<file path="src/rtl/vtpd_pkg.sv">
// shared types and constants of the thermal video packet deframer
`timescale 1ns / 1ps

package vtpd_pkg;

    localparam int ADDR_W = 15;
    localparam int WORD_W = 16;
    localparam int ID_LINE_W = 12;
    localparam int ID_SEG_W = 3;

    localparam logic [1:0] ACT_WORD  = 2'd0;
    localparam logic [1:0] ACT_ARM   = 2'd1;
    localparam logic [1:0] ACT_ABORT = 2'd2;

    localparam logic [WORD_W-1:0]    DONT_CARE_MASK = 16'h0F00;
    localparam logic [ID_LINE_W-1:0] CHECK_LINE     = 12'd20;
    localparam logic [ID_SEG_W-1:0]  FIRST_SEG_ID   = 3'd1;

    typedef struct packed {
        logic [1:0]        action;
        logic [WORD_W-1:0] stream_word;
        logic              packet_start;
    } item_t;

    typedef struct packed {
        logic              pixel_valid;
        logic [ADDR_W-1:0] pixel_address;
        logic [WORD_W-1:0] pixel_value;
        logic              resync_request;
        logic              frame_done;
        logic              capturing;
    } result_t;

    // verdict on a packet's first word
    typedef struct packed {
        logic accept;
        logic resync;
        logic clear_line;
        logic clear_all;
    } verdict_t;

endpackage

</file>
<file path="src/rtl/vtpd_if.sv">
// request and result channel interfaces of the deframer
`timescale 1ns / 1ps

interface vtpd_item_if;
    logic                       valid;
    logic                       ready;
    logic [1:0]                 action;
    logic [vtpd_pkg::WORD_W-1:0] stream_word;
    logic                       packet_start;

    modport source (output valid, action, stream_word, packet_start, input ready);
    modport sink (input valid, action, stream_word, packet_start, output ready);
endinterface

interface vtpd_result_if;
    logic                        valid;
    logic                        ready;
    logic                        pixel_valid;
    logic [vtpd_pkg::ADDR_W-1:0] pixel_address;
    logic [vtpd_pkg::WORD_W-1:0] pixel_value;
    logic                        resync_request;
    logic                        frame_done;
    logic                        capturing;

    modport source (output valid, pixel_valid, pixel_address, pixel_value,
                    resync_request, frame_done, capturing, input ready);
    modport sink (input valid, pixel_valid, pixel_address, pixel_value,
                  resync_request, frame_done, capturing, output ready);
endinterface

</file>
<file path="src/rtl/thermal_video_packet_deframer.sv">
// top level of the thermal video packet deframer
//
//  channel   direction  handshake      payload
//  stream    in         valid/ready    action, stream_word, packet_start
//  result    out        valid/ready    pixel_valid, pixel_address, pixel_value,
//                                      resync_request, frame_done, capturing
//  cfg       in         cfg_write_en   cfg_write_data (four_segment_mode)
//
// one request a cycle sustained while the result port takes results; a request taken
// passes the request register and then the output register before its result shows
// the request register feeds the engine, whose result lands in the output register
// a stalled result holds the output register; the request register still takes
// a new request while the output register can drain in the same cycle
// reset clears all counters, capture state and the mode register
`timescale 1ns / 1ps

module thermal_video_packet_deframer #(
    parameter int PIXELS_PER_PACKET = 80,
    parameter int LINES_PER_SEGMENT = 60,
    parameter int SEGMENTS_PER_FRAME = 4,
    parameter int HEADER_WORDS = 2
) (
    input  logic          clk,
    input  logic          rst_n,
    vtpd_item_if.sink     stream,
    vtpd_result_if.source result,
    input  logic          cfg_write_en,
    input  logic          cfg_write_data
);

    logic              s1_valid_reg;
    vtpd_pkg::item_t   s1_item_reg;
    logic              out_valid_reg;
    vtpd_pkg::result_t out_data_reg;
    vtpd_pkg::result_t engine_res;
    logic              advance;

    assign advance = s1_valid_reg && (!out_valid_reg || result.ready);
    assign stream.ready = !s1_valid_reg || advance;

    vtpd_engine #(
        .PIXELS_PER_PACKET  (PIXELS_PER_PACKET),
        .LINES_PER_SEGMENT  (LINES_PER_SEGMENT),
        .SEGMENTS_PER_FRAME (SEGMENTS_PER_FRAME),
        .HEADER_WORDS       (HEADER_WORDS)
    ) u_engine (
        .clk            (clk),
        .rst_n          (rst_n),
        .fire           (advance),
        .item           (s1_item_reg),
        .cfg_write_en   (cfg_write_en),
        .cfg_write_data (cfg_write_data),
        .res            (engine_res)
    );

    always_ff @(posedge clk or negedge rst_n)
    begin
        if (!rst_n)
        begin
            s1_valid_reg <= 1'b0;
            out_valid_reg <= 1'b0;
        end
        else
        begin
            if (stream.ready)
            begin
                s1_valid_reg <= stream.valid;
            end
            if (advance)
            begin
                out_valid_reg <= 1'b1;
            end
            else if (result.ready)
            begin
                out_valid_reg <= 1'b0;
            end
        end
    end

    always_ff @(posedge clk)
    begin
        if (stream.ready && stream.valid)
        begin
            s1_item_reg.action <= stream.action;
            s1_item_reg.stream_word <= stream.stream_word;
            s1_item_reg.packet_start <= stream.packet_start;
        end
        if (advance)
        begin
            out_data_reg <= engine_res;
        end
    end

    assign result.valid = out_valid_reg;
    assign result.pixel_valid = out_data_reg.pixel_valid;
    assign result.pixel_address = out_data_reg.pixel_address;
    assign result.pixel_value = out_data_reg.pixel_value;
    assign result.resync_request = out_data_reg.resync_request;
    assign result.frame_done = out_data_reg.frame_done;
    assign result.capturing = out_data_reg.capturing;

endmodule

</file>
<file path="src/rtl/vtpd_judge.sv">
// header rules applied at the first word of a packet
`timescale 1ns / 1ps

module vtpd_judge #(
    parameter int LINE_W = 6,
    parameter int SEG_W = 3
) (
    input  logic [vtpd_pkg::WORD_W-1:0] packet_id,
    input  logic                        armed,
    input  logic                        four_segment_mode,
    input  logic [LINE_W-1:0]           expected_line,
    input  logic [SEG_W-1:0]            current_segment,
    output vtpd_pkg::verdict_t          verdict
);

    logic [vtpd_pkg::ID_LINE_W-1:0] id_line;
    logic [vtpd_pkg::ID_SEG_W-1:0]  id_seg;
    logic [vtpd_pkg::ID_LINE_W-1:0] exp_line_ext;
    logic [vtpd_pkg::ID_SEG_W-1:0]  seg_id_expected;
    logic                           at_check;

    assign id_line = packet_id[vtpd_pkg::ID_LINE_W-1:0];
    assign id_seg = packet_id[vtpd_pkg::ID_LINE_W +: vtpd_pkg::ID_SEG_W];
    assign exp_line_ext = vtpd_pkg::ID_LINE_W'(expected_line);
    // segment field carries segment plus one
    assign seg_id_expected = vtpd_pkg::ID_SEG_W'(current_segment) + 3'd1;
    assign at_check = four_segment_mode && (id_line == vtpd_pkg::CHECK_LINE);

    always_comb
    begin
        verdict = '0;
        priority if (!armed)
        begin
            verdict = '0;
        end
        else if ((packet_id & vtpd_pkg::DONT_CARE_MASK) == vtpd_pkg::DONT_CARE_MASK)
        begin
            verdict = '0;
        end
        else if ((expected_line == '0) && (id_line != '0))
        begin
            verdict = '0;
        end
        else if (at_check && (current_segment == '0) && (id_seg != vtpd_pkg::FIRST_SEG_ID))
        begin
            // wrong first segment: restart the line count quietly
            verdict.clear_line = 1'b1;
        end
        else if ((id_line != exp_line_ext) || (at_check && (id_seg != seg_id_expected)))
        begin
            verdict.clear_all = 1'b1;
            verdict.resync = 1'b1;
        end
        else
        begin
            verdict.accept = 1'b1;
        end
    end

endmodule

</file>
<file path="src/rtl/vtpd_engine.sv">
// packet state, counters and per-word result logic
`timescale 1ns / 1ps

module vtpd_engine #(
    parameter int PIXELS_PER_PACKET = 80,
    parameter int LINES_PER_SEGMENT = 60,
    parameter int SEGMENTS_PER_FRAME = 4,
    parameter int HEADER_WORDS = 2
) (
    input  logic              clk,
    input  logic              rst_n,
    input  logic              fire,
    input  vtpd_pkg::item_t   item,
    input  logic              cfg_write_en,
    input  logic              cfg_write_data,
    output vtpd_pkg::result_t res
);

    localparam int PACKET_WORDS = HEADER_WORDS + PIXELS_PER_PACKET;
    localparam int LINE_W = $clog2(LINES_PER_SEGMENT);
    localparam int SEG_W = $clog2(SEGMENTS_PER_FRAME + 1);
    localparam int WPOS_W = $clog2(PACKET_WORDS + 1);
    localparam logic [vtpd_pkg::ADDR_W-1:0] LINE_STEP =
        vtpd_pkg::ADDR_W'(PIXELS_PER_PACKET);
    localparam logic [vtpd_pkg::ADDR_W-1:0] SEG_REWIND =
        vtpd_pkg::ADDR_W'((LINES_PER_SEGMENT - 1) * PIXELS_PER_PACKET);

    logic                          mode_reg;
    logic [LINE_W-1:0]             line_reg, line_next;
    logic [SEG_W-1:0]              seg_reg, seg_next;
    logic                          armed_reg, armed_next;
    logic                          accepted_reg, accepted_next;
    logic [WPOS_W-1:0]             wpos_reg, wpos_next;
    logic [vtpd_pkg::ADDR_W-1:0]   base_reg, base_next;

    vtpd_pkg::verdict_t            verdict;
    logic [WPOS_W-1:0]             wpos_inc;
    logic [WPOS_W-1:0]             pix;
    logic                          pix_hit;
    logic [LINE_W:0]               line_inc;
    logic [SEG_W:0]                seg_inc;

    vtpd_judge #(
        .LINE_W (LINE_W),
        .SEG_W  (SEG_W)
    ) u_judge (
        .packet_id         (item.stream_word),
        .armed             (armed_reg),
        .four_segment_mode (mode_reg),
        .expected_line     (line_reg),
        .current_segment   (seg_reg),
        .verdict           (verdict)
    );

    assign wpos_inc = (wpos_reg < WPOS_W'(PACKET_WORDS)) ? wpos_reg + 1'b1 : wpos_reg;
    assign pix = wpos_inc - WPOS_W'(HEADER_WORDS);
    assign pix_hit = accepted_reg && (wpos_inc >= WPOS_W'(HEADER_WORDS))
                     && (wpos_inc < WPOS_W'(PACKET_WORDS));
    assign line_inc = (LINE_W + 1)'(line_reg) + 1'b1;
    assign seg_inc = (SEG_W + 1)'(seg_reg) + 1'b1;

    always_comb
    begin
        line_next = line_reg;
        seg_next = seg_reg;
        armed_next = armed_reg;
        accepted_next = accepted_reg;
        wpos_next = wpos_reg;
        base_next = base_reg;
        res = '0;
        unique case (item.action)
            vtpd_pkg::ACT_ARM:
            begin
                armed_next = 1'b1;
            end
            vtpd_pkg::ACT_ABORT:
            begin
                armed_next = 1'b0;
                accepted_next = 1'b0;
                wpos_next = '0;
                line_next = '0;
                seg_next = '0;
                base_next = '0;
                res.resync_request = 1'b1;
            end
            vtpd_pkg::ACT_WORD:
            begin
                if (item.packet_start)
                begin
                    wpos_next = '0;
                    accepted_next = verdict.accept;
                    res.resync_request = verdict.resync;
                    if (verdict.clear_all)
                    begin
                        line_next = '0;
                        seg_next = '0;
                        base_next = '0;
                    end
                    else if (verdict.clear_line)
                    begin
                        // only reached with segment zero, so the base is zero too
                        line_next = '0;
                        base_next = '0;
                    end
                end
                else
                begin
                    wpos_next = wpos_inc;
                    if (pix_hit)
                    begin
                        res.pixel_valid = 1'b1;
                        res.pixel_value = item.stream_word;
                        res.pixel_address = base_reg + vtpd_pkg::ADDR_W'(pix);
                        if (pix == WPOS_W'(PIXELS_PER_PACKET - 1))
                        begin
                            accepted_next = 1'b0;
                            if (line_inc < (LINE_W + 1)'(LINES_PER_SEGMENT))
                            begin
                                line_next = line_inc[LINE_W-1:0];
                                base_next = base_reg + LINE_STEP;
                            end
                            else
                            begin
                                line_next = '0;
                                if (mode_reg && (seg_inc < (SEG_W + 1)'(SEGMENTS_PER_FRAME)))
                                begin
                                    seg_next = seg_inc[SEG_W-1:0];
                                    base_next = base_reg + LINE_STEP;
                                end
                                else if (mode_reg)
                                begin
                                    seg_next = '0;
                                    base_next = '0;
                                    armed_next = 1'b0;
                                    res.frame_done = 1'b1;
                                end
                                else
                                begin
                                    // single segment: back to line zero of this segment
                                    base_next = base_reg - SEG_REWIND;
                                    armed_next = 1'b0;
                                    res.frame_done = 1'b1;
                                end
                            end
                        end
                    end
                end
            end
            default:
            begin
                res = '0;
            end
        endcase
        res.capturing = armed_next;
    end

    always_ff @(posedge clk or negedge rst_n)
    begin
        if (!rst_n)
        begin
            mode_reg <= 1'b0;
            line_reg <= '0;
            seg_reg <= '0;
            armed_reg <= 1'b0;
            accepted_reg <= 1'b0;
            wpos_reg <= '0;
            base_reg <= '0;
        end
        else
        begin
            if (cfg_write_en)
            begin
                mode_reg <= cfg_write_data;
            end
            if (fire)
            begin
                line_reg <= line_next;
                seg_reg <= seg_next;
                armed_reg <= armed_next;
                accepted_reg <= accepted_next;
                wpos_reg <= wpos_next;
                base_reg <= base_next;
            end
        end
    end

endmodule

</file>
<file path="src/flat_wrapper.sv">
// flat-port wrapper written by rule: the top's interface ports become plain ports
module thermal_video_packet_deframer_flat 
#(
    parameter int PIXELS_PER_PACKET = 80,
    parameter int LINES_PER_SEGMENT = 60,
    parameter int SEGMENTS_PER_FRAME = 4,
    parameter int HEADER_WORDS = 2
)
  (clk, rst_n, cfg_write_en, cfg_write_data, stream_valid, stream_action, stream_stream_word, stream_packet_start, stream_ready, result_valid, result_pixel_valid, result_pixel_address, result_pixel_value, result_resync_request, result_frame_done, result_capturing, result_ready);
  vtpd_item_if stream_i ();
  vtpd_result_if result_i ();
  input  logic clk;
  input  logic rst_n;
  input  logic cfg_write_en;
  input  logic cfg_write_data;
  input wire logic [$bits(stream_i.valid)-1:0] stream_valid;
  input wire logic [$bits(stream_i.action)-1:0] stream_action;
  input wire logic [$bits(stream_i.stream_word)-1:0] stream_stream_word;
  input wire logic [$bits(stream_i.packet_start)-1:0] stream_packet_start;
  output wire logic [$bits(stream_i.ready)-1:0] stream_ready;
  output wire logic [$bits(result_i.valid)-1:0] result_valid;
  output wire logic [$bits(result_i.pixel_valid)-1:0] result_pixel_valid;
  output wire logic [$bits(result_i.pixel_address)-1:0] result_pixel_address;
  output wire logic [$bits(result_i.pixel_value)-1:0] result_pixel_value;
  output wire logic [$bits(result_i.resync_request)-1:0] result_resync_request;
  output wire logic [$bits(result_i.frame_done)-1:0] result_frame_done;
  output wire logic [$bits(result_i.capturing)-1:0] result_capturing;
  input wire logic [$bits(result_i.ready)-1:0] result_ready;
  assign stream_i.valid = stream_valid;
  assign stream_i.action = stream_action;
  assign stream_i.stream_word = stream_stream_word;
  assign stream_i.packet_start = stream_packet_start;
  assign stream_ready = stream_i.ready;
  assign result_valid = result_i.valid;
  assign result_pixel_valid = result_i.pixel_valid;
  assign result_pixel_address = result_i.pixel_address;
  assign result_pixel_value = result_i.pixel_value;
  assign result_resync_request = result_i.resync_request;
  assign result_frame_done = result_i.frame_done;
  assign result_capturing = result_i.capturing;
  assign result_i.ready = result_ready;
  thermal_video_packet_deframer #(.PIXELS_PER_PACKET(PIXELS_PER_PACKET), .LINES_PER_SEGMENT(LINES_PER_SEGMENT), .SEGMENTS_PER_FRAME(SEGMENTS_PER_FRAME), .HEADER_WORDS(HEADER_WORDS)) u_core (.clk(clk), .rst_n(rst_n), .stream(stream_i), .result(result_i), .cfg_write_en(cfg_write_en), .cfg_write_data(cfg_write_data));
endmodule
</file>
<file path="config.mk">
export PLATFORM = sky130hd
export DESIGN_NAME = thermal_video_packet_deframer_flat
export DESIGN_NICKNAME = d
export VERILOG_FILES = /design/src/rtl/vtpd_pkg.sv /design/src/rtl/vtpd_if.sv /design/src/rtl/thermal_video_packet_deframer.sv /design/src/rtl/vtpd_judge.sv /design/src/rtl/vtpd_engine.sv /design/src/flat_wrapper.sv
export SDC_FILE = /design/constraint.sdc
export NUM_CORES = 1
export LEC_CHECK = 0
export BUFFER_PORTS_ARGS = -buffer_cell sky130_fd_sc_hd__buf_2
export CAP_MARGIN = 0
export CORE_ASPECT_RATIO = 0.8
export CORE_MARGIN = 1.5
export CORE_UTILIZATION = 50
export CTS_CLUSTER_DIAMETER = 30
export CTS_CLUSTER_SIZE = 28
export DETAILED_ROUTE_END_ITERATION = 6
export PLACE_DENSITY = 0.78
export RECOVER_POWER = 100
export SYNTH_ARGS = -nofsm -noshare
export SYNTH_HDL_FRONTEND = slang
export SYNTH_HIERARCHICAL = 1
export SYNTH_SLANG_ARGS = --single-unit
</file>
<file path="constraint.sdc">
create_clock -name clk -period 7.7 [get_ports clk]
set_input_delay 1.155 -clock clk [delete_from_list [all_inputs] [get_ports clk]]
set_output_delay 1.155 -clock clk [all_outputs]
set_load 0.05 [all_outputs]
</file>
==> results.cfg <==
[status]
status = complete, but fails checks
violations = design-rule violations, max-capacitance violations, max-slew violations

[clock_tree]
cts-root-buf = clkbuf_16
cts_resized = 0
ctsHoldBuffers = 0
worstSkewPairLatency_ns = 0.35
cts_setup_buffers = 0
htreeDepth = 3
clk_pin_slew_ns = 0.06
cts_max_path_buffers = 2
cts_tree = done
cts_num_sinks = 86
cts_made_buffers = 9

[floorplanning]
die_area_sq_um = 10500
die_w_um = 114
ioPinCount = 62
die_h_um = 92.1
initial_core_util = 0.514
core-area_sq_um = 9650
num_rows = 32

[synth]
syn-cell-area_sq_um = 4960
seq_area_frac_synth = 0.488
ys_ff_latch = 86
synth-async-reset-ratio = 0.372
yosysMostFrequentCell = edfxtp_1
synth_edf_count = 54
yosys_most_used_dff = edfxtp_1
yosys-top-cells-count = edfxtp_1, nor2_1, nand2_1, dfrtp_1, and2_1
syn-instance-count = 480
synth_cell_type_count = 74
yosysTopAreaCell = edfxtp_1
ys_warn_count = 6
avgSynthCellArea_sq_um = 10.3
synth_top_cell_area_share = 0.327
synth_area_leaders = edfxtp_1, dfrtp_1, and2_1
syn_nets = 517

[power]
power.density_nw_per_um2 = 206
leakagePower_nw = 2.00
peakVddDrop_v = 0.000162

[timing]
fmax_mhz = 193
worst_pin_slew_ns = 2.12
skew_ns = 0.00702
slew-limit-headroom = -0.415
min_period_ns = 5.17
rsz0062_at_grt = false
fin_tns_setup_ns = 0
setup_violations = 0
final.period_utilization = 0.671
timing.final.max_slew_violations = 72
final_hold_viol_count = 0
whs_ns = 0.499

[grt]
grt_pass1_vias = 3847
overflow = 0
grt_pass1_wl_mm = 19.1
grt_usage = 0.234
antenna_found_initial = 0
grt_max_degree = 39

[cells_and_area]
nNetsFinal = 568
insertedDiodeCount = 0
nFillCells = 877
largest_reg_flops = 19
ff_latch_area_sq_um = 2420
drive_above_1_share = 0.106
syn_to_final_growth_pct = 11.3
multiInputGateArea_sq_um = 2300

[place]
gp_congestion = 0.891
portBuffers = 61
hpwl_mm = 8.16

[drt]
wl_mm = 11.6
drt_pass1_iterations = 7
drc = 6
wire_per_inst_um = 17.3
ant_nets = 0
vias = 4041
viasPerCell = 6.01
drt-initial-drc-count = 329

[setup_path]
crit_start = result_ready
cp_data_required_time_ns = 7.95
critPathLaunchType = input pin
worstPathArrival_ns = 5.42
r2r-start = u_core/result.valid$_DFFE_PN0P_
r2r_slack_ns = 3.04
end_kind = flop
worstSetupPathType = in2reg
cp_max_fo = 38

[flow_run]
maxCapViolations = 2

[hold_path]
min_from = u_core/s1_valid_reg$_DFFE_PN0P_
min_path_type = reg2reg
==> cell type report <==
cell class | instances | area share
clock inverter | 7 | 0.0143
clock buffer | 9 | 0.0408
sequential | 86 | 0.439
timing repair buffer | 62 | 0.0473
tap | 136 | 0.0308
multi-input combinational | 354 | 0.416
inverter | 18 | 0.0122
==> report_power, final <==
part / switching (mW) / internal, mW
clock: 0.191 / 0.255
combinational: 0.110 / 0.0390
sequential: 0.0219 / 0.521
total: 0.323 / 0.814
==> cell usage in the layout (no fill, tap or decap), drive strengths merged, types with 5 or more instances in the layout <==
cell,netlist,final
nor2,41,41
and2,26,26
nand2,40,40
nor3,14,14
ha,12,12
nand2b,7,7
a21oi,22,22
o211ai,6,6
or3,6,6
xnor2,13,13
a211oi,8,8
dfrtp,32,32
o22ai,5,5
nor2b,8,8
a22o,7,7
o311ai,5,5
edfxtp,54,54
xor2,13,13
nand4,7,7
buf,9,23
clkbuf,13,48
o21ai,26,26
o31ai,6,6
inv,18,21
nand3,15,15
a221oi,5,5
nor4,9,9
==> worst max-delay path, stage by stage <==
cell      delay (ns)
buf_2           0.08
nand2b_1        0.10
and2_2          0.14
clkbuf_1        1.50
nor2b_1         0.53
o31ai_1         0.34
nor2_1          0.36
o31ai_1         0.18
nor4b_1         0.49
o21ai_0         0.26
o31ai_1         0.25
==> through the flow <==
step | cell area (sq um) | utilization | worst slack, ns | power, mW | cells
4_1_cts | 5620 | 0.583 | 3.54 | 1.15 | 672
6_report | 5520 | 0.572 | 2.53 | 1.14 | 672
3_3_place_gp | 5320 | 0.551 | 3.52 | 0.701 | 656
5_1_grt | 5520 | 0.572 | 2.18 | 1.18 | 672
2_1_floorplan | 4960 | - | 3.78 | 0.664 | 480
3_5_place_dp | 5320 | 0.551 | 3.51 | 0.706 | 656
==> final timing paths <==
kind,cells after the start,end
max,11,u_core/u_engine/line_reg[3]$_DFFE_PN0P_
min,1,u_core/result.valid$_DFFE_PN0P_
max reg2reg,10,u_core/u_engine/line_reg[3]$_DFFE_PN0P_
min reg2reg,1,u_core/result.valid$_DFFE_PN0P_
max in group asynchronous,1,u_core/u_engine/line_reg[0]$_DFFE_PN0P_
min in group asynchronous,1,u_core/u_engine/base_reg[14]$_DFFE_PN0P_
==> cell families after synthesis <==
family                     after synthesis  synth area share
AOI/OAI and AO/OA                      119             0.166
adders and majority gates               12            0.0303
buffers and inverters                   40            0.0388
DFF                                     86             0.488
and+or+nand+nor                        195             0.221
muxes                                    1           0.00227
xor gates and xnor gates                27            0.0535
==> per-layer routing <==
metal,wire length [um],up-vias,share of wire,GRT usage
li1,-,1902,-,-
met5,0,-,0,0
met1,5140,1948,0.44,0.316
met2,5530,179,0.48,0.372
met4,140,0,0.012,0.0802
met3,809,12,0.070,0.0522
(Power assumes the default switching activity.)
